## src/hdl/touch_pressure_cv_smoother_unit_defines.svh

```systemverilog
// Assertion macros used by the touch pressure smoother sequencer.
`ifndef TOUCH_PRESSURE_CV_SMOOTHER_UNIT_DEFINES_SVH
`define TOUCH_PRESSURE_CV_SMOOTHER_UNIT_DEFINES_SVH

`ifndef ASSERT_OFF
`define TPCV_ASSERT(lbl, clk, rstn, prop, msg) \
  lbl: assert property (@(posedge clk) disable iff (!rstn) prop) else $error(msg);
`define TPCV_ASSERT_NORST(lbl, clk, prop, msg) \
  lbl: assert property (@(posedge clk) prop) else $error(msg);
`else
`define TPCV_ASSERT(lbl, clk, rstn, prop, msg)
`define TPCV_ASSERT_NORST(lbl, clk, prop, msg)
`endif

`endif

```

## src/hdl/tpcv_pkg.sv

```systemverilog
// Package with widths, constants, command and status types of the smoother.
`default_nettype none

package tpcv_pkg;

  localparam int unsigned SumW  = 20;
  localparam int unsigned CntW  = 4;
  localparam int unsigned PosW  = 4;
  localparam int unsigned MaskW = 12;
  localparam int unsigned ValW  = 16;
  localparam int unsigned DevW  = 16;
  localparam int unsigned SensW = 12;
  localparam int unsigned DenW  = 16;
  localparam int unsigned NormW = 17;
  localparam int unsigned MulW  = 17;
  localparam int unsigned ProdW = 2 * MulW;
  localparam int unsigned AccW  = 33;
  localparam int unsigned DivCntW = 5;

  localparam int unsigned CfgIdxW  = 1;
  localparam int unsigned CfgDataW = 12;
  localparam logic [CfgIdxW-1:0] CfgSensorPresent = 1'b0;
  localparam logic [CfgIdxW-1:0] CfgSensitivity   = 1'b1;

  localparam logic [SensW-1:0]   SensReset  = 12'd150;
  localparam logic [ValW-1:0]    Q095       = 16'd62259;
  localparam logic [ValW-1:0]    QHalf      = 16'd32768;
  localparam logic [ValW:0]      QOne       = 17'd65536;
  // Largest 2*|change| for which 0.95 - 2*|change| stays at or above one half.
  localparam logic [ValW:0]      SmoothSpan = 17'd29491;
  localparam logic [SumW-1:0]    SumMax     = 20'sh7FFFF;
  localparam logic [SumW-1:0]    SumMin     = 20'sh80000;
  localparam logic [CntW-1:0]    CntMax     = 4'd15;
  localparam logic [PosW-1:0]    PosMax     = 4'd15;
  localparam logic [DivCntW-1:0] DivLast    = 5'(NormW - 1);

  typedef enum logic [3:0] {
    DP_NONE,
    DP_DEN,
    DP_SAT,
    DP_DIV_INIT,
    DP_DIV_STEP,
    DP_TGT_ZERO,
    DP_MUL_SQ,
    DP_TGT,
    DP_SMOOTH,
    DP_MUL_HS,
    DP_MUL_TR,
    DP_BLEND,
    DP_MUL_DECAY,
    DP_DECAY
  } dp_op_e;

  typedef struct packed {
    logic   accumulate;
    logic   load_out;
    dp_op_e op;
  } tpcv_cmd_t;

  typedef struct packed {
    logic present;
    logic count_zero;
    logic sum_pos;
    logic sat;
    logic div_last;
    logic out_busy;
  } tpcv_stat_t;

endpackage

`default_nettype wire

```

## src/hdl/tpcv_channels.sv

```systemverilog
// Handshake interfaces for the pad item channel and the result channel.
`default_nettype none

interface tpcv_in_if;
  logic                              valid;
  logic                              ready;
  logic                              pad_touched;
  logic signed [tpcv_pkg::DevW-1:0]  deviation;
  logic                              last_pad;

  modport source (output valid, pad_touched, deviation, last_pad, input ready);
  modport sink (input valid, pad_touched, deviation, last_pad, output ready);
endinterface

interface tpcv_out_if;
  logic                        valid;
  logic                        ready;
  logic [tpcv_pkg::MaskW-1:0]  touch_mask;
  logic [tpcv_pkg::ValW-1:0]   cv_value;

  modport source (output valid, touch_mask, cv_value, input ready);
  modport sink (input valid, touch_mask, cv_value, output ready);
endinterface

`default_nettype wire

```

## src/hdl/tpcv_ctrl.sv

```systemverilog
// Sequencer of the smoother: accepts pad items and steps the end-of-poll math.
`default_nettype none
`include "touch_pressure_cv_smoother_unit_defines.svh"

module tpcv_ctrl (
  input  wire logic                 clk_i,
  input  wire logic                 rst_ni,
  input  wire logic                 in_valid_i,
  input  wire logic                 in_last_i,
  output logic                      in_ready_o,
  input  wire tpcv_pkg::tpcv_stat_t stat_i,
  output tpcv_pkg::tpcv_cmd_t       cmd_o
);

  localparam logic [3:0] S_IDLE   = 4'd0;
  localparam logic [3:0] S_DEN    = 4'd1;
  localparam logic [3:0] S_CHECK  = 4'd2;
  localparam logic [3:0] S_DIV    = 4'd3;
  localparam logic [3:0] S_SQ     = 4'd4;
  localparam logic [3:0] S_TGT    = 4'd5;
  localparam logic [3:0] S_SMOOTH = 4'd6;
  localparam logic [3:0] S_MUL1   = 4'd7;
  localparam logic [3:0] S_MUL2   = 4'd8;
  localparam logic [3:0] S_BLEND  = 4'd9;
  localparam logic [3:0] S_DECAY  = 4'd10;
  localparam logic [3:0] S_DONE   = 4'd11;

  logic [3:0] state_q, state_d;
  logic       in_fire;

  assign in_ready_o = (state_q == S_IDLE);
  assign in_fire    = in_valid_i && in_ready_o;

  always_comb begin
    state_d          = state_q;
    cmd_o.accumulate = 1'b0;
    cmd_o.load_out   = 1'b0;
    cmd_o.op         = tpcv_pkg::DP_NONE;
    unique case (state_q)
      S_IDLE: begin
        cmd_o.accumulate = in_fire;
        if (in_fire && in_last_i) begin
          state_d = stat_i.present ? S_DEN : S_DONE;
        end
      end
      S_DEN: begin
        cmd_o.op = tpcv_pkg::DP_DEN;
        state_d  = S_CHECK;
      end
      S_CHECK: begin
        if (stat_i.count_zero) begin
          cmd_o.op = tpcv_pkg::DP_MUL_DECAY;
          state_d  = S_DECAY;
        end else if (!stat_i.sum_pos) begin
          cmd_o.op = tpcv_pkg::DP_TGT_ZERO;
          state_d  = S_SMOOTH;
        end else if (stat_i.sat) begin
          cmd_o.op = tpcv_pkg::DP_SAT;
          state_d  = S_SQ;
        end else begin
          cmd_o.op = tpcv_pkg::DP_DIV_INIT;
          state_d  = S_DIV;
        end
      end
      S_DIV: begin
        cmd_o.op = tpcv_pkg::DP_DIV_STEP;
        if (stat_i.div_last) begin
          state_d = S_SQ;
        end
      end
      S_SQ: begin
        cmd_o.op = tpcv_pkg::DP_MUL_SQ;
        state_d  = S_TGT;
      end
      S_TGT: begin
        cmd_o.op = tpcv_pkg::DP_TGT;
        state_d  = S_SMOOTH;
      end
      S_SMOOTH: begin
        cmd_o.op = tpcv_pkg::DP_SMOOTH;
        state_d  = S_MUL1;
      end
      S_MUL1: begin
        cmd_o.op = tpcv_pkg::DP_MUL_HS;
        state_d  = S_MUL2;
      end
      S_MUL2: begin
        cmd_o.op = tpcv_pkg::DP_MUL_TR;
        state_d  = S_BLEND;
      end
      S_BLEND: begin
        cmd_o.op = tpcv_pkg::DP_BLEND;
        state_d  = S_DONE;
      end
      S_DECAY: begin
        cmd_o.op = tpcv_pkg::DP_DECAY;
        state_d  = S_DONE;
      end
      S_DONE: begin
        // The result waits here until the output register is free.
        if (!stat_i.out_busy) begin
          cmd_o.load_out = 1'b1;
          state_d        = S_IDLE;
        end
      end
      default: begin
        state_d = S_IDLE;
      end
    endcase
  end

  always_ff @(posedge clk_i or negedge rst_ni) begin
    if (!rst_ni) begin
      state_q <= S_IDLE;
    end else begin
      state_q <= state_d;
    end
  end

  `TPCV_ASSERT(a_last_leaves_idle, clk_i, rst_ni, state_q == S_IDLE && in_valid_i && in_last_i |=> state_q != S_IDLE, "last pad item did not start the poll finish")
  `TPCV_ASSERT(a_load_when_free, clk_i, rst_ni, cmd_o.load_out |-> !stat_i.out_busy, "result loaded over an unaccepted one")
  `TPCV_ASSERT(a_div_runs_out, clk_i, rst_ni, state_q == S_DIV && !stat_i.div_last |=> state_q == S_DIV, "divider left before its last step")
  `TPCV_ASSERT(a_done_to_idle, clk_i, rst_ni, state_q == S_DONE && !stat_i.out_busy |=> state_q == S_IDLE, "free output slot did not release the sequencer")
  `TPCV_ASSERT_NORST(a_reset_idle, clk_i, !rst_ni |=> state_q == S_IDLE, "sequencer not idle after reset")

endmodule

`default_nettype wire

```

## src/hdl/tpcv_dp.sv

```systemverilog
// Datapath: poll accumulators, shared multiplier, restoring divider, result register.
`default_nettype none

module tpcv_dp #(
  parameter int unsigned Pads = 12
) (
  input  wire logic                                clk_i,
  input  wire logic                                rst_ni,
  input  wire logic                                present_i,
  input  wire logic [tpcv_pkg::SensW-1:0]          sens_i,
  input  wire tpcv_pkg::tpcv_cmd_t                 cmd_i,
  output tpcv_pkg::tpcv_stat_t                     stat_o,
  input  wire logic                                pad_touched_i,
  input  wire logic signed [tpcv_pkg::DevW-1:0]    deviation_i,
  input  wire logic                                out_ready_i,
  output logic                                     out_valid_o,
  output logic [tpcv_pkg::MaskW-1:0]               touch_mask_o,
  output logic [tpcv_pkg::ValW-1:0]                cv_value_o
);

  localparam int unsigned SumW  = tpcv_pkg::SumW;
  localparam int unsigned CntW  = tpcv_pkg::CntW;
  localparam int unsigned PosW  = tpcv_pkg::PosW;
  localparam int unsigned MaskW = tpcv_pkg::MaskW;
  localparam int unsigned ValW  = tpcv_pkg::ValW;
  localparam int unsigned DenW  = tpcv_pkg::DenW;
  localparam int unsigned NormW = tpcv_pkg::NormW;
  localparam int unsigned MulW  = tpcv_pkg::MulW;
  localparam int unsigned ProdW = tpcv_pkg::ProdW;
  localparam int unsigned AccW  = tpcv_pkg::AccW;

  // Poll accumulators and held result (control state, cleared by reset).
  logic signed [SumW-1:0] sum_q, sum_d;
  logic [CntW-1:0]        cnt_q, cnt_d;
  logic [PosW-1:0]        pos_q, pos_d;
  logic [MaskW-1:0]       mask_q, mask_d;
  logic [ValW-1:0]        held_q, held_d;
  logic [MaskW-1:0]       held_mask_q, held_mask_d;
  logic                   out_valid_q, out_valid_d;
  logic [tpcv_pkg::DivCntW-1:0] div_cnt_q, div_cnt_d;

  // Working registers of the finish sequence.
  logic [DenW-1:0]  den_q, den_d;
  logic [DenW-1:0]  rem_q, rem_d;
  logic [NormW-1:0] quot_q, quot_d;
  logic [ProdW-1:0] prod_q, prod_d;
  logic [AccW-1:0]  acc_q, acc_d;
  logic [ValW-1:0]  tgt_q, tgt_d;
  logic [ValW-1:0]  s_q, s_d;
  logic [MaskW-1:0] out_mask_q, out_mask_d;
  logic [ValW-1:0]  out_val_q, out_val_d;

  logic [tpcv_pkg::SensW-1:0] sens_eff;
  logic signed [SumW:0]       sum_add;
  logic [MulW-1:0]            mul_a, mul_b;
  logic [ProdW-1:0]           mul_p;
  logic [NormW-1:0]           trial;
  logic                       trial_ge;
  logic [ValW-1:0]            change;
  logic [ValW:0]              two_change;
  logic [ProdW-1:0]           blend_sum;
  logic [ProdW-17:0]          blend_res;
  logic                       pad_in_range;

  assign sens_eff = (sens_i == '0) ? tpcv_pkg::SensW'(1) : sens_i;
  assign sum_add  = (SumW+1)'(sum_q) + (SumW+1)'(deviation_i);
  assign pad_in_range = {1'b0, pos_q} < (PosW+1)'(Pads);

  // Shared multiplier; its product is always registered before further use.
  always_comb begin
    mul_a = '0;
    mul_b = '0;
    case (cmd_i.op)
      tpcv_pkg::DP_DEN: begin
        mul_a = MulW'(cnt_q);
        mul_b = MulW'(sens_eff);
      end
      tpcv_pkg::DP_MUL_SQ: begin
        mul_a = quot_q;
        mul_b = quot_q;
      end
      tpcv_pkg::DP_MUL_HS: begin
        mul_a = MulW'(held_q);
        mul_b = MulW'(s_q);
      end
      tpcv_pkg::DP_MUL_TR: begin
        mul_a = MulW'(tgt_q);
        mul_b = tpcv_pkg::QOne - MulW'(s_q);
      end
      tpcv_pkg::DP_MUL_DECAY: begin
        mul_a = MulW'(held_q);
        mul_b = MulW'(tpcv_pkg::Q095);
      end
      default: begin
        mul_a = '0;
        mul_b = '0;
      end
    endcase
  end
  assign mul_p = mul_a * mul_b;

  // One restoring step: the remainder is always below the divisor.
  assign trial    = {rem_q, quot_q[NormW-1]};
  assign trial_ge = trial >= NormW'(den_q);

  assign change     = (held_q >= tgt_q) ? (held_q - tgt_q) : (tgt_q - held_q);
  assign two_change = {change, 1'b0};

  assign blend_sum = ProdW'(acc_q) + prod_q + ProdW'(tpcv_pkg::QHalf);
  assign blend_res = blend_sum[ProdW-1:16];

  always_comb begin
    sum_d       = sum_q;
    cnt_d       = cnt_q;
    pos_d       = pos_q;
    mask_d      = mask_q;
    held_d      = held_q;
    held_mask_d = held_mask_q;
    out_valid_d = out_valid_q && !out_ready_i;
    div_cnt_d   = div_cnt_q;
    den_d       = den_q;
    rem_d       = rem_q;
    quot_d      = quot_q;
    prod_d      = prod_q;
    acc_d       = acc_q;
    tgt_d       = tgt_q;
    s_d         = s_q;
    out_mask_d  = out_mask_q;
    out_val_d   = out_val_q;

    if (cmd_i.accumulate && present_i) begin
      if (pad_in_range && pad_touched_i) begin
        if (sum_add > (SumW+1)'(signed'(tpcv_pkg::SumMax))) begin
          sum_d = tpcv_pkg::SumMax;
        end else if (sum_add < (SumW+1)'(signed'(tpcv_pkg::SumMin))) begin
          sum_d = tpcv_pkg::SumMin;
        end else begin
          sum_d = sum_add[SumW-1:0];
        end
        if (cnt_q != tpcv_pkg::CntMax) begin
          cnt_d = cnt_q + CntW'(1);
        end
        if ({1'b0, pos_q} < (PosW+1)'(MaskW)) begin
          mask_d = mask_q | (MaskW'(1) << pos_q);
        end
      end
      if (pos_q != tpcv_pkg::PosMax) begin
        pos_d = pos_q + PosW'(1);
      end
    end

    case (cmd_i.op)
      tpcv_pkg::DP_DEN: begin
        den_d = mul_p[DenW-1:0];
      end
      tpcv_pkg::DP_SAT: begin
        quot_d = NormW'(tpcv_pkg::QOne);
      end
      tpcv_pkg::DP_DIV_INIT: begin
        // Dividend is sum * 65536; its top part sum/2 is already below the divisor.
        rem_d     = sum_q[DenW:1];
        quot_d    = {sum_q[0], {(NormW-1){1'b0}}};
        div_cnt_d = '0;
      end
      tpcv_pkg::DP_DIV_STEP: begin
        rem_d     = trial_ge ? DenW'(trial - NormW'(den_q)) : trial[DenW-1:0];
        quot_d    = {quot_q[NormW-2:0], trial_ge};
        div_cnt_d = div_cnt_q + tpcv_pkg::DivCntW'(1);
      end
      tpcv_pkg::DP_TGT_ZERO: begin
        tgt_d = '0;
      end
      tpcv_pkg::DP_MUL_SQ, tpcv_pkg::DP_MUL_HS, tpcv_pkg::DP_MUL_DECAY: begin
        prod_d = mul_p;
      end
      tpcv_pkg::DP_TGT: begin
        tgt_d = (prod_q[ProdW-1:32] != '0) ? {ValW{1'b1}} : prod_q[31:16];
      end
      tpcv_pkg::DP_SMOOTH: begin
        s_d = (two_change > tpcv_pkg::SmoothSpan) ? tpcv_pkg::QHalf
            : ValW'((ValW+1)'(tpcv_pkg::Q095) - two_change);
      end
      tpcv_pkg::DP_MUL_TR: begin
        acc_d  = prod_q[AccW-1:0];
        prod_d = mul_p;
      end
      tpcv_pkg::DP_BLEND: begin
        held_d = (blend_res[ProdW-17:ValW] != '0) ? {ValW{1'b1}} : blend_res[ValW-1:0];
      end
      tpcv_pkg::DP_DECAY: begin
        held_d = prod_q[31:16];
      end
      default: begin
      end
    endcase

    if (cmd_i.load_out) begin
      if (present_i) begin
        held_mask_d = mask_q;
      end
      out_mask_d  = present_i ? mask_q : held_mask_q;
      out_val_d   = held_q;
      out_valid_d = 1'b1;
      sum_d       = '0;
      cnt_d       = '0;
      pos_d       = '0;
      mask_d      = '0;
    end
  end

  always_ff @(posedge clk_i or negedge rst_ni) begin
    if (!rst_ni) begin
      sum_q       <= '0;
      cnt_q       <= '0;
      pos_q       <= '0;
      mask_q      <= '0;
      held_q      <= '0;
      held_mask_q <= '0;
      out_valid_q <= 1'b0;
      div_cnt_q   <= '0;
    end else begin
      sum_q       <= sum_d;
      cnt_q       <= cnt_d;
      pos_q       <= pos_d;
      mask_q      <= mask_d;
      held_q      <= held_d;
      held_mask_q <= held_mask_d;
      out_valid_q <= out_valid_d;
      div_cnt_q   <= div_cnt_d;
    end
  end

  always_ff @(posedge clk_i) begin
    den_q      <= den_d;
    rem_q      <= rem_d;
    quot_q     <= quot_d;
    prod_q     <= prod_d;
    acc_q      <= acc_d;
    tgt_q      <= tgt_d;
    s_q        <= s_d;
    out_mask_q <= out_mask_d;
    out_val_q  <= out_val_d;
  end

  always_comb begin
    stat_o.present    = present_i;
    stat_o.count_zero = (cnt_q == '0);
    stat_o.sum_pos    = !sum_q[SumW-1] && (sum_q[SumW-2:0] != '0);
    stat_o.sat        = sum_q[SumW-2:0] >= (SumW-1)'({den_q, 1'b0});
    stat_o.div_last   = (div_cnt_q == tpcv_pkg::DivLast);
    stat_o.out_busy   = out_valid_q && !out_ready_i;
  end

  assign out_valid_o  = out_valid_q;
  assign touch_mask_o = out_mask_q;
  assign cv_value_o   = out_val_q;

endmodule

`default_nettype wire

```

## src/hdl/touch_pressure_cv_smoother_unit.sv

```systemverilog
// Top level of the touch pressure control value smoother.
//
//   channel   direction  payload                                  handshake
//   in_ch     sink       pad_touched, deviation[15:0], last_pad   valid/ready
//   out_ch    source     touch_mask[11:0], cv_value[15:0]          valid/ready
//   cfg       write      cfg_idx_i[0], cfg_wdata_i[11:0]           cfg_we_i
//
// Pad items that are not last in their poll are accepted while idle. A last item
// with the sensor present runs the 17-step restoring divider or clamps at full
// scale, or takes a zero target if the sum is not positive; with no pad touched
// the held value decays, and with the sensor absent the sequencer skips to its
// final step. The result sits in an output register; a stalled output holds the
// sequencer in its final step. Reset is asynchronous and clears all poll state.
`default_nettype none

module touch_pressure_cv_smoother_unit #(
  parameter int unsigned PADS = 12
) (
  input  wire logic                              clk_i,
  input  wire logic                              rst_ni,
  input  wire logic                              cfg_we_i,
  input  wire logic [tpcv_pkg::CfgIdxW-1:0]      cfg_idx_i,
  input  wire logic [tpcv_pkg::CfgDataW-1:0]     cfg_wdata_i,
  tpcv_in_if.sink                                in_ch,
  tpcv_out_if.source                             out_ch
);

  logic                         present_q, present_d;
  logic [tpcv_pkg::SensW-1:0]   sens_q, sens_d;
  tpcv_pkg::tpcv_cmd_t          cmd;
  tpcv_pkg::tpcv_stat_t         stat;
  logic                         in_ready;

  always_comb begin
    present_d = present_q;
    sens_d    = sens_q;
    if (cfg_we_i) begin
      unique case (cfg_idx_i)
        tpcv_pkg::CfgSensorPresent: present_d = cfg_wdata_i[0];
        tpcv_pkg::CfgSensitivity:   sens_d    = cfg_wdata_i[tpcv_pkg::SensW-1:0];
        default: begin
        end
      endcase
    end
  end

  always_ff @(posedge clk_i or negedge rst_ni) begin
    if (!rst_ni) begin
      present_q <= 1'b0;
      sens_q    <= tpcv_pkg::SensReset;
    end else begin
      present_q <= present_d;
      sens_q    <= sens_d;
    end
  end

  tpcv_ctrl u_ctrl (
    .clk_i      (clk_i),
    .rst_ni     (rst_ni),
    .in_valid_i (in_ch.valid),
    .in_last_i  (in_ch.last_pad),
    .in_ready_o (in_ready),
    .stat_i     (stat),
    .cmd_o      (cmd)
  );

  tpcv_dp #(
    .Pads (PADS)
  ) u_dp (
    .clk_i         (clk_i),
    .rst_ni        (rst_ni),
    .present_i     (present_q),
    .sens_i        (sens_q),
    .cmd_i         (cmd),
    .stat_o        (stat),
    .pad_touched_i (in_ch.pad_touched),
    .deviation_i   (in_ch.deviation),
    .out_ready_i   (out_ch.ready),
    .out_valid_o   (out_ch.valid),
    .touch_mask_o  (out_ch.touch_mask),
    .cv_value_o    (out_ch.cv_value)
  );

  assign in_ch.ready = in_ready;

endmodule

`default_nettype wire
```

## src/flat_wrapper.sv

```systemverilog
// flat-port wrapper written by rule: the top's interface ports become plain ports
module touch_pressure_cv_smoother_unit_flat 
#(
  parameter int unsigned PADS = 12
)
  (clk_i, rst_ni, cfg_we_i, cfg_idx_i, cfg_wdata_i, in_ch_valid, in_ch_pad_touched, in_ch_deviation, in_ch_last_pad, in_ch_ready, out_ch_valid, out_ch_touch_mask, out_ch_cv_value, out_ch_ready);
  tpcv_in_if in_ch_i ();
  tpcv_out_if out_ch_i ();
  input  wire logic clk_i;
  input  wire logic rst_ni;
  input  wire logic cfg_we_i;
  input  wire logic [tpcv_pkg::CfgIdxW-1:0] cfg_idx_i;
  input  wire logic [tpcv_pkg::CfgDataW-1:0] cfg_wdata_i;
  input wire logic [$bits(in_ch_i.valid)-1:0] in_ch_valid;
  input wire logic [$bits(in_ch_i.pad_touched)-1:0] in_ch_pad_touched;
  input wire logic [$bits(in_ch_i.deviation)-1:0] in_ch_deviation;
  input wire logic [$bits(in_ch_i.last_pad)-1:0] in_ch_last_pad;
  output wire logic [$bits(in_ch_i.ready)-1:0] in_ch_ready;
  output wire logic [$bits(out_ch_i.valid)-1:0] out_ch_valid;
  output wire logic [$bits(out_ch_i.touch_mask)-1:0] out_ch_touch_mask;
  output wire logic [$bits(out_ch_i.cv_value)-1:0] out_ch_cv_value;
  input wire logic [$bits(out_ch_i.ready)-1:0] out_ch_ready;
  assign in_ch_i.valid = in_ch_valid;
  assign in_ch_i.pad_touched = in_ch_pad_touched;
  assign in_ch_i.deviation = in_ch_deviation;
  assign in_ch_i.last_pad = in_ch_last_pad;
  assign in_ch_ready = in_ch_i.ready;
  assign out_ch_valid = out_ch_i.valid;
  assign out_ch_touch_mask = out_ch_i.touch_mask;
  assign out_ch_cv_value = out_ch_i.cv_value;
  assign out_ch_i.ready = out_ch_ready;
  touch_pressure_cv_smoother_unit #(.PADS(PADS)) u_core (.clk_i(clk_i), .rst_ni(rst_ni), .cfg_we_i(cfg_we_i), .cfg_idx_i(cfg_idx_i), .cfg_wdata_i(cfg_wdata_i), .in_ch(in_ch_i), .out_ch(out_ch_i));
endmodule
```

## config.mk

```make
export PLATFORM = sky130hd
export DESIGN_NAME = touch_pressure_cv_smoother_unit_flat
export DESIGN_NICKNAME = d
export VERILOG_FILES = /design/src/hdl/tpcv_pkg.sv /design/src/hdl/tpcv_channels.sv /design/src/hdl/tpcv_ctrl.sv /design/src/hdl/tpcv_dp.sv /design/src/hdl/touch_pressure_cv_smoother_unit.sv /design/src/flat_wrapper.sv
export VERILOG_INCLUDE_DIRS = /design/src /design/src/hdl
export SDC_FILE = /design/constraint.sdc
export NUM_CORES = 1
export LEC_CHECK = 0
export BUFFER_PORTS_ARGS = -buffer_cell sky130_fd_sc_hd__buf_2
export CAP_MARGIN = 20
export CORE_AREA = 2 2 242 244
export DETAILED_ROUTE_END_ITERATION = 10
export DIE_AREA = 0 0 244 246
export PLACE_DENSITY = 0.57
export REMOVE_ABC_BUFFERS = 1
export SYNTH_ARGS = -nofsm -noshare
export SYNTH_HDL_FRONTEND = slang
export SYNTH_SLANG_ARGS = --single-unit
export TNS_END_PERCENT = 50
```

## constraint.sdc

```tcl
create_clock -name clk_i -period 10.96 [get_ports clk_i]
set_input_delay 0.548 -clock clk_i [delete_from_list [all_inputs] [get_ports clk_i]]
set_output_delay 0.548 -clock clk_i [all_outputs]
set_load 0.05 [all_outputs]
```

# Yosys cells after proc, flatten, opt, wreduce, memory -nomap -nowiden
# Index checks and enable logic that the tools add are counted.
[word_totals]
reg_bits = 267
output_inout_bits = 30
[classes]
addsub = 11
multipliers = 1
n_lt_le_gt_ge = 7
eq_ne = 30
shifts = 1
muxes = 45
bitwise_logic = 2
n_reduce_logical = 33
[ops]
columns = ["cell", "n"]
rows = [
  ["2-to-1 mux 20 bit", 5],
  ["case mux 16 bit (2 select lines)", 3],
  ["case mux 17 bit (5 select lines)", 1],
  ["2-to-1 mux 12 bit", 6],
  ["case mux 17 bit (4 select lines)", 1],
  ["2-to-1 mux 16 bit", 4],
  ["2-to-1 mux 4 bit", 13],
  ["case mux 17 bit (3 select lines)", 1],
  ["subtractor 16 bit", 3],
  ["case mux 4 bit (11 select lines)", 1],
  ["== test 4 bit (second input constant)", 10],
  ["case mux 4 bit (10 select lines)", 1],
  ["adder 33 x 34 -> 34 bit", 1],
  ["adder 34 x 16 -> 34 bit (second input constant)", 1],
  ["multiplier 17 x 17 -> 34 bit", 1],
  ["== test 4 x 3 -> 1 bit (second input constant)", 8],
  ["adder 20 x 16 -> 21 bit", 1],
  ["> comparator 21 x 20 -> 1 bit (second input constant)", 1],
  ["less-than comparator 21 x 20 -> 1 bit (second input constant)", 1],
  ["nonzero test 2 bit", 10],
  [">= comparator 19 x 17 -> 1 bit", 1],
  ["nonzero test 19 bit", 1],
  [">= comparator 17 x 16 -> 1 bit", 1],
  ["> comparator 17 x 15 -> 1 bit (second input constant)", 1],
  ["other kinds (27)", 53],
]

# Logic depth before layout (Yosys ltp)
# Gate-level depths: netlist of run 1.
[depth]
word_depth = 9
mapped_depth = 36

# Cells and area by module
# From an unflattened synthesis of run 1, not the netlist that was laid out.
[unflattened]
cells_unflattened = 2674
area_unflattened_um2 = 25826.0
[by_module_without_submodules]
columns = ["mod", "instances", "cells_per_inst", "area_per_inst_um2", "seq_area_each_um2"]
rows = [
  ["tpcv_dp", 1, 2582, 24796.3, 7136.8],
  ["touch_pressure_cv_smoother_unit", 1, 29, 538.0, 330.3],
  ["tpcv_ctrl", 1, 63, 491.7, 100.1],
]

# Worst setup path after synthesis of run 1
# OpenSTA, ideal clock, no wires.
[synth_path]
path_type = "register to register"
start = "reg u_core.u_ctrl.state_q[2]"
end = "reg u_core.u_dp.prod_q[32], data pin"
setup_time_ns = 0.258
arrival_ns = 8.277
setup_slack_ns = 2.425
stages_incl_launch_ff = 33
path_buffers = 3
synth_period_minus_slack_ns = 8.535
path_cell_list = "dfrtp_1 > clkbuf_1 > nor2_1 > nand2_1 > clkinv_1 > clkbuf_1 > nand2_1 > nand3_1 > clkbuf_1 > nand2_1 > fa_1 > inv_1 > fa_1 > inv_1 > fa_1 > inv_1 > fa_1 > fa_1 > inv_1 > fa_1 > inv_1 > ha_1 > a21o_1 > a21oi_1 > nor2b_1 > o41ai_1 > o31ai_1 > a41o_1 > a211oi_1 > nor2_1 > a211o_1 > a21oi_1 > xnor2_1"
[synth_via]
elab_chain_len = 6
elab_cells_between_ends = 20
cone_classes = "mul (1); eq/ne (15); mux (3); reduce/logical (1)"
[synth_lines]
columns = ["item", "line", "text"]
rows = [
  ["start, declared", "tpcv_ctrl.sv:28", "logic [3:0] state_q, state_d;"],
  ["start signal, assigned", "tpcv_ctrl.sv:116", "state_q <= state_d;"],
  ["== test 4 bit, or another cell as far along", "tpcv_ctrl.sv:39", "unique case (state_q)"],
  ["case mux 4 bit (10 select lines) *", "tpcv_ctrl.sv:39", ""],
  ["== test 4 bit", "tpcv_dp.sv:73", "case (cmd_i.op)"],
  ["OR reduction 2 bit (no source line)", "-", ""],
  ["case mux 17 bit (4 select lines)", "tpcv_dp.sv:73", ""],
  ["multiplier 17 x 17 -> 34 bit *", "tpcv_dp.sv:100", "assign mul_p = mul_a * mul_b;"],
  ["via u_core.u_dp.mul_p[32]", "tpcv_dp.sv:56", "logic [ProdW-1:0] mul_p;"],
  ["end signal, assigned", "tpcv_dp.sv:237", "prod_q <= prod_d;"],
  ["end, declared", "tpcv_dp.sv:46", "logic [ProdW-1:0] prod_q, prod_d;"],
]
# The timed path passes the listed nets; every way through them passes the cells marked *.
# A chain may end at the register's enable or synchronous reset.

# Worst setup path in the final report of run 1
[layout_path]
start = "reg u_core.u_ctrl.state_q[3]"
end = "reg u_core.u_dp.prod_q[33], data pin"
# The elaborated chain is that of the path after synthesis.

==> impl_metrics.toml, run 1 <==
[timing]
setup_ws_ns = 1.17
finalCritPeriodShare = 0.893
timing.fmax_ghz = 0.102
hold_violations = 0
rsz0062_at_grt = "no"
worst_pin_slew_ns = 1.02
fin_crit_ns = 9.79
drv_slew = 0
slew_headroom = 0.318
finalClockSkew_ns = 0.0295
fin_setup_tns_ns = 0
finalSetupViolCount = 0

[critical_path]
cp_top_family = "adder cells"
worstPathMaxFanout = 30
critPathKind = "register to register"
crit_buf_inv = 6
crit_arrival_ns = 10.08
cp_slowest_cell = "o2111ai_1"
crit_path_start = "u_core.u_ctrl.state_q[3]$_DFFE_PN0P_"
path_common_cell = "fa_1"
endpoint_kind = "register"
cp.required_ns = 11.25
r2r-start = "u_core.u_ctrl.state_q[3]$_DFFE_PN0P_"
max_stage_delay_ns = 0.80
critPathLaunchType = "register"

[global_route]
antenna_found_initial = 0
grt_pass1_wl_um = 110000
overflow = 0
grt_max_degree = 60
use_met1 = 0.311
grt_pass1_vias = 19622
busiest_layer = "met2"
grtUsageMet2 = 0.385
use_met3 = 0.0444
track_usage = 0.235

[job]
drv_cap = 0

[route]
ant_nets = 0
detail_route.iter0.violations = 1456
vias = 19369
drc = 0
totalWireLength_um = 69400
viasPerCell = 5.55
wl_per_cell_um = 19.9
drtPass1Iterations = 6

[finish]
fillers = 5383
layout-drive-gt1-share = 0.0774
diodes = 0
syn_to_final_growth_pct = 9.35
fin_nets = 3231
seq_area_sq_um = 7570
multiInputGateArea_sq_um = 16300

[floorplanning]
rows = 88
initial_core_util = 0.445
die_area_sq_um = 60000
die_h_um = 246
coreArea_sq_um = 57400
die_x_um = 244
num_io_pins = 66

[clock_tree]
hold_buffers = 0
cts_num_sinks = 267
post-cts-setup-buffers = 0
root_buffer = "clkbuf_16"
clkSlewWorstSetupHoldPaths_ns = 0.06
clk_latency_ns = 0.56
htree_num_levels = 2
clock_path_buffers = 3
numCtsBuffers = 35
tritoncts = "built"
post_cts_resized = 0

[placed_design]
io_buffers = 65
dp_slack_ns = 1.27
hpwl_um = 55000
gp_congestion = 0.974

[outcome]
status = "completed"

[yosys]
ys_seq_area_frac = 0.297
synth-seq-cells = 267
yosysUniqueCellTypes = 84
yosys.area.top_type = "edfxtp_1"
ys_warn_count = 0
synthArstFlopShare = 0.341
synth_area_sq_um = 25500
syn_inst = 2659
syn_avg_cell_area_sq_um = 9.59
synth_top_area_frac = 0.207
dominantRegCellSynth = "edfxtp_1"
synth-edff-count = 176
synth_area_leaders = "edfxtp_1 21%, fa_1 18%, ha_1 13%"

[power_and_ir_drop]
ir_drop_uv = 152
p_leak_nw = 13.2
p_per_area_nw_per_um2 = 314

[min_path]
hold_path_class = "input pin to async pin"
[logic make-up after synthesis]
logic type,Yosys count,synth area share
AO/OA/AOI/OAI,472,0.125
XOR/XNOR,106,0.0364
adder cells (fa/ha/maj),494,0.309
buffers and inverters,440,0.0665
flip-flops,267,0.297
multiplexers,43,0.0182
other,1,0.000147
AND/OR/NAND/NOR,836,0.147
[layout by cell type (no fill, tap or decap), types with 58 or more instances in the layout]
cell / n
a21oi_1: 111
and2_1: 58
buf_2: 64
dfrtp_1: 87
edfxtp_1: 176
fa_1: 228
ha_1: 266
inv_1: 349
nand2_1: 352
nor2_1: 217
o21ai_0: 87
xnor2_1: 67
[routing by layer]
layer,part of all wire,up-vias,wire length [um]
met5,0,-,0
met4,0.038,0,2610
met3,0.066,147,4600
met2,0.46,607,32300
met1,0.43,9544,29900
li1,-,9071,-
[power breakdown]
part           total [mW]  switching (mW)  internal [mW]  leakage [nW]
sequential           1.94           0.331           1.60          2.82
combinational        5.61            3.56           2.05          9.76
clock                1.20           0.467          0.738         0.589
[through the flow]
step / instance area [sq um] / hold WS, ns / total power [mW] / instances / util
finish: 27900 / 0.0321 / 8.75 / 3491 / 0.486
global route: 27900 / 0.0673 / 9.53 / 3491 / 0.486
CTS: 27800 / 0.0345 / 8.77 / 3488 / 0.485
detailed placement: 26600 / 0.447 / 7.51 / 3426 / 0.464
global placement: 26600 / 0.441 / 7.43 / 3425 / 0.464
floorplan: 25100 / 0.252 / 5.81 / 2571 / -
[Yosys cell counts (22+ instances only)]
cell type,count
xnor2_1,67
o21a_1,35
inv_1,349
dfrtp_1,87
nor2b_1,25
nand4_1,24
xor2_1,39
nor2_1,219
and2_1,58
a21oi_1,112
mux2_2,28
fa_1,228
nor3_1,31
o21ai_0,87
clkbuf_1,75
nand2_1,352
a21o_1,48
edfxtp_1,176
nand2b_1,22
ha_1,266
nand3_1,36
[registers in the layout, indices dropped and copies added, names as in the netlist, 16 cells and up]
register,count
u_core.u_dp.prod_q,34
u_core.u_dp.acc_q,33
u_core.u_dp.sum_q,20
u_core.u_dp.quot_q,17
u_core.u_dp.cv_value_o,16
u_core.u_dp.den_q,16
u_core.u_dp.held_q,16
u_core.u_dp.rem_q,16
u_core.u_dp.s_q,16
u_core.u_dp.tgt_q,16
[final timing paths]
path	to	slack [ns]	depth (start not counted)
setup reg to reg	u_core.u_dp.prod_q[33]$_DFFE_PP_	1.17	28
hold reg to reg	u_core.u_dp.acc_q[15]$_DFFE_PN_	0.46	0
hold / removal	u_core.u_dp.held_mask_q[4]$_DFFE_PN0P_	0.03	1
min in group clk_i	u_core.sens_q[3]$_DFFE_PN0P_	0.24	2
setup / recovery	u_core.u_dp.prod_q[33]$_DFFE_PP_	1.17	28
max in group asynchronous	u_core.u_dp.sum_q[1]$_DFFE_PN0P_	9.86	2
[final cells by class]
type,count,area share
inverters,352,0.0474
clock buffers,39,0.0335
multi-input cells,1952,0.583
clock inverters,23,0.0102
well taps,765,0.0343
repair buffers,93,0.0203
flip-flops and latches,267,0.271
(Power assumes the default switching activity.)
==> run 2, diff against run 1 <==
--- a/config.mk
+++ b/config.mk
@@ -9,6 +9,8 @@
 export BUFFER_PORTS_ARGS = -buffer_cell sky130_fd_sc_hd__buf_2
 export CAP_MARGIN = 20
 export CORE_AREA = 2 2 242 244
+export CTS_BUF_LIST = sky130_fd_sc_hd__clkbuf_8 sky130_fd_sc_hd__clkbuf_16
+export CTS_CLUSTER_SIZE = 24
 export DETAILED_ROUTE_END_ITERATION = 10
 export DIE_AREA = 0 0 244 246
 export PLACE_DENSITY = 0.57
==> run 2 against run 1 <==
Via count fell by 0.14%. Design area barely moved. First-iteration DRC count grew 0.34%. Sequential cell count stayed put. Setup slack better by 0.046 ns. Combinational power is essentially flat. Clock power about the same. Sequential share of layout area is essentially flat. Critical endpoint unchanged. Highest routed layer unchanged.
==> impl_metrics.toml, run 2 (synthesized netlist as in run 1, its figures left out) <==
[outcome]
status = "completed"

[floorplanning]
die_x_um = 244
initial_core_util = 0.445
die_area_sq_um = 60000
num_io_pins = 66
die_h_um = 246
coreArea_sq_um = 57400
rows = 88

[critical_path]
worstPathMaxFanout = 30
cp.required_ns = 11.24
critPathKind = "register to register"
path_common_cell = "fa_1"
max_stage_delay_ns = 0.78
critPathLaunchType = "register"
cp_slowest_cell = "o2111ai_1"
crit_arrival_ns = 10.03
endpoint_kind = "register"

[finish]
regMostFlops = "u_core.u_dp.prod_q"
largest_registers = "u_core.u_dp.prod_q x34, u_core.u_dp.acc_q x33, u_core.u_dp.sum_q x20"
fillers = 5376
layout-drive-gt1-share = 0.0770
seq_area_sq_um = 7570
layout.cells.non_filler = 3492
fin_area_sq_um = 27900
multiInputGateArea_sq_um = 16300
layout_common_cells = "353 x inv_1, 352 x nand2_1, 266 x ha_1, 228 x fa_1, 217 x nor2_1"
final_util = 0.487
final_common_cell = "inv_1"
largest_reg_flops = 34
syn_to_final_growth_pct = 9.43
fin_nets = 3231

[timing]
whs_ns = 0.0335
setup_ws_ns = 1.22
worst_pin_slew_ns = 1.02
slew_headroom = 0.321
timing.fmax_ghz = 0.103
fin_setup_tns_ns = 0
drv_slew = 0
fin_crit_ns = 9.74
rsz0062_at_grt = "no"
finalCritPeriodShare = 0.889
hold_violations = 0
finalSetupViolCount = 0
finalClockSkew_ns = 0.0313

[clock_tree]
clkSlewWorstSetupHoldPaths_ns = 0.06
tritoncts = "built"
clock_path_buffers = 3
clk_latency_ns = 0.56
htree_num_levels = 2
root_buffer = "clkbuf_16"
hold_buffers = 0
post-cts-setup-buffers = 0
numCtsBuffers = 35
cts_num_sinks = 267
post_cts_resized = 0

[job]
drv_cap = 0

[placed_design]
hpwl_um = 55000
dp_slack_ns = 1.27
dp_cells = 3426
io_buffers = 65
gp_congestion = 0.974
placed_cell_area_sq_um = 26600

[global_route]
grt_max_degree = 60
grt_pass1_wl_um = 110000
antenna_found_initial = 0
track_usage = 0.236
grt_pass1_vias = 19688
overflow = 0

[min_path]
hold_path_class = "input pin to async pin"

[power_and_ir_drop]
p_leak_nw = 13.2
p_per_area_nw_per_um2 = 314
total_power_mw = 8.77
ir_drop_uv = 155

[route]
drtPass1Iterations = 6
ant_nets = 0
drc = 0
vias = 19341
viasPerCell = 5.54
totalWireLength_um = 69700
wl_per_cell_um = 20.0
detail_route.iter0.violations = 1461
[run 2: metal layers]
layer	up-vias	part of all wire	global-route usage
met1	9552	0.43	0.311
met5	-	0	0
li1	9075	-	-
met4	0	0.037	0.0884
met2	573	0.46	0.386
met3	141	0.066	0.0446
[run 2: final timing paths]
path / startpoint / end / slack, ns / depth (start not counted)
max: u_core.u_ctrl.state_q[3]$_DFFE_PN0P_ / u_core.u_dp.prod_q[33]$_DFFE_PP_ / 1.22 / 28
max reg2reg: u_core.u_ctrl.state_q[3]$_DFFE_PN0P_ / u_core.u_dp.prod_q[33]$_DFFE_PP_ / 1.22 / 28
min in group clk_i: cfg_wdata_i[3] / u_core.sens_q[3]$_DFFE_PN0P_ / 0.24 / 2
min reg2reg: u_core.u_dp.prod_q[15]$_DFFE_PP_ / u_core.u_dp.acc_q[15]$_DFFE_PN_ / 0.45 / 0
min: rst_ni / u_core.u_dp.held_mask_q[4]$_DFFE_PN0P_ / 0.03 / 1
max in group asynchronous: rst_ni / u_core.u_dp.sum_q[1]$_DFFE_PN0P_ / 9.85 / 2
[run 2: area by class of cell]
| type | count | share of cell area |
|---|---|---|
| multi-input combinational | 1952 | 0.583 |
| tap | 765 | 0.0343 |
| clock buffer | 37 | 0.0332 |
| antenna | 1 | 0.0000897 |
| clock inverter | 25 | 0.0111 |
| inverter | 352 | 0.0473 |
| timing repair buffer | 93 | 0.0203 |
| sequential | 267 | 0.271 |
[run 2: report_power, final]
part           internal, mW  switching (mW)
Combinational          2.05            3.56
Sequential             1.60           0.333
Clock                 0.758           0.465
[run 2: worst max-delay path: cells and delay by family, from the launching register on]
kind / cells / cell delay, ns
adder cells (fa/ha/maj): 7 / 3.50
AO/OA/AOI/OAI: 9 / 2.97
flip-flops: 1 / 0.47
buffers and inverters: 6 / 1.36
AND/OR/NAND/NOR: 5 / 1.04
XOR/XNOR: 1 / 0.08
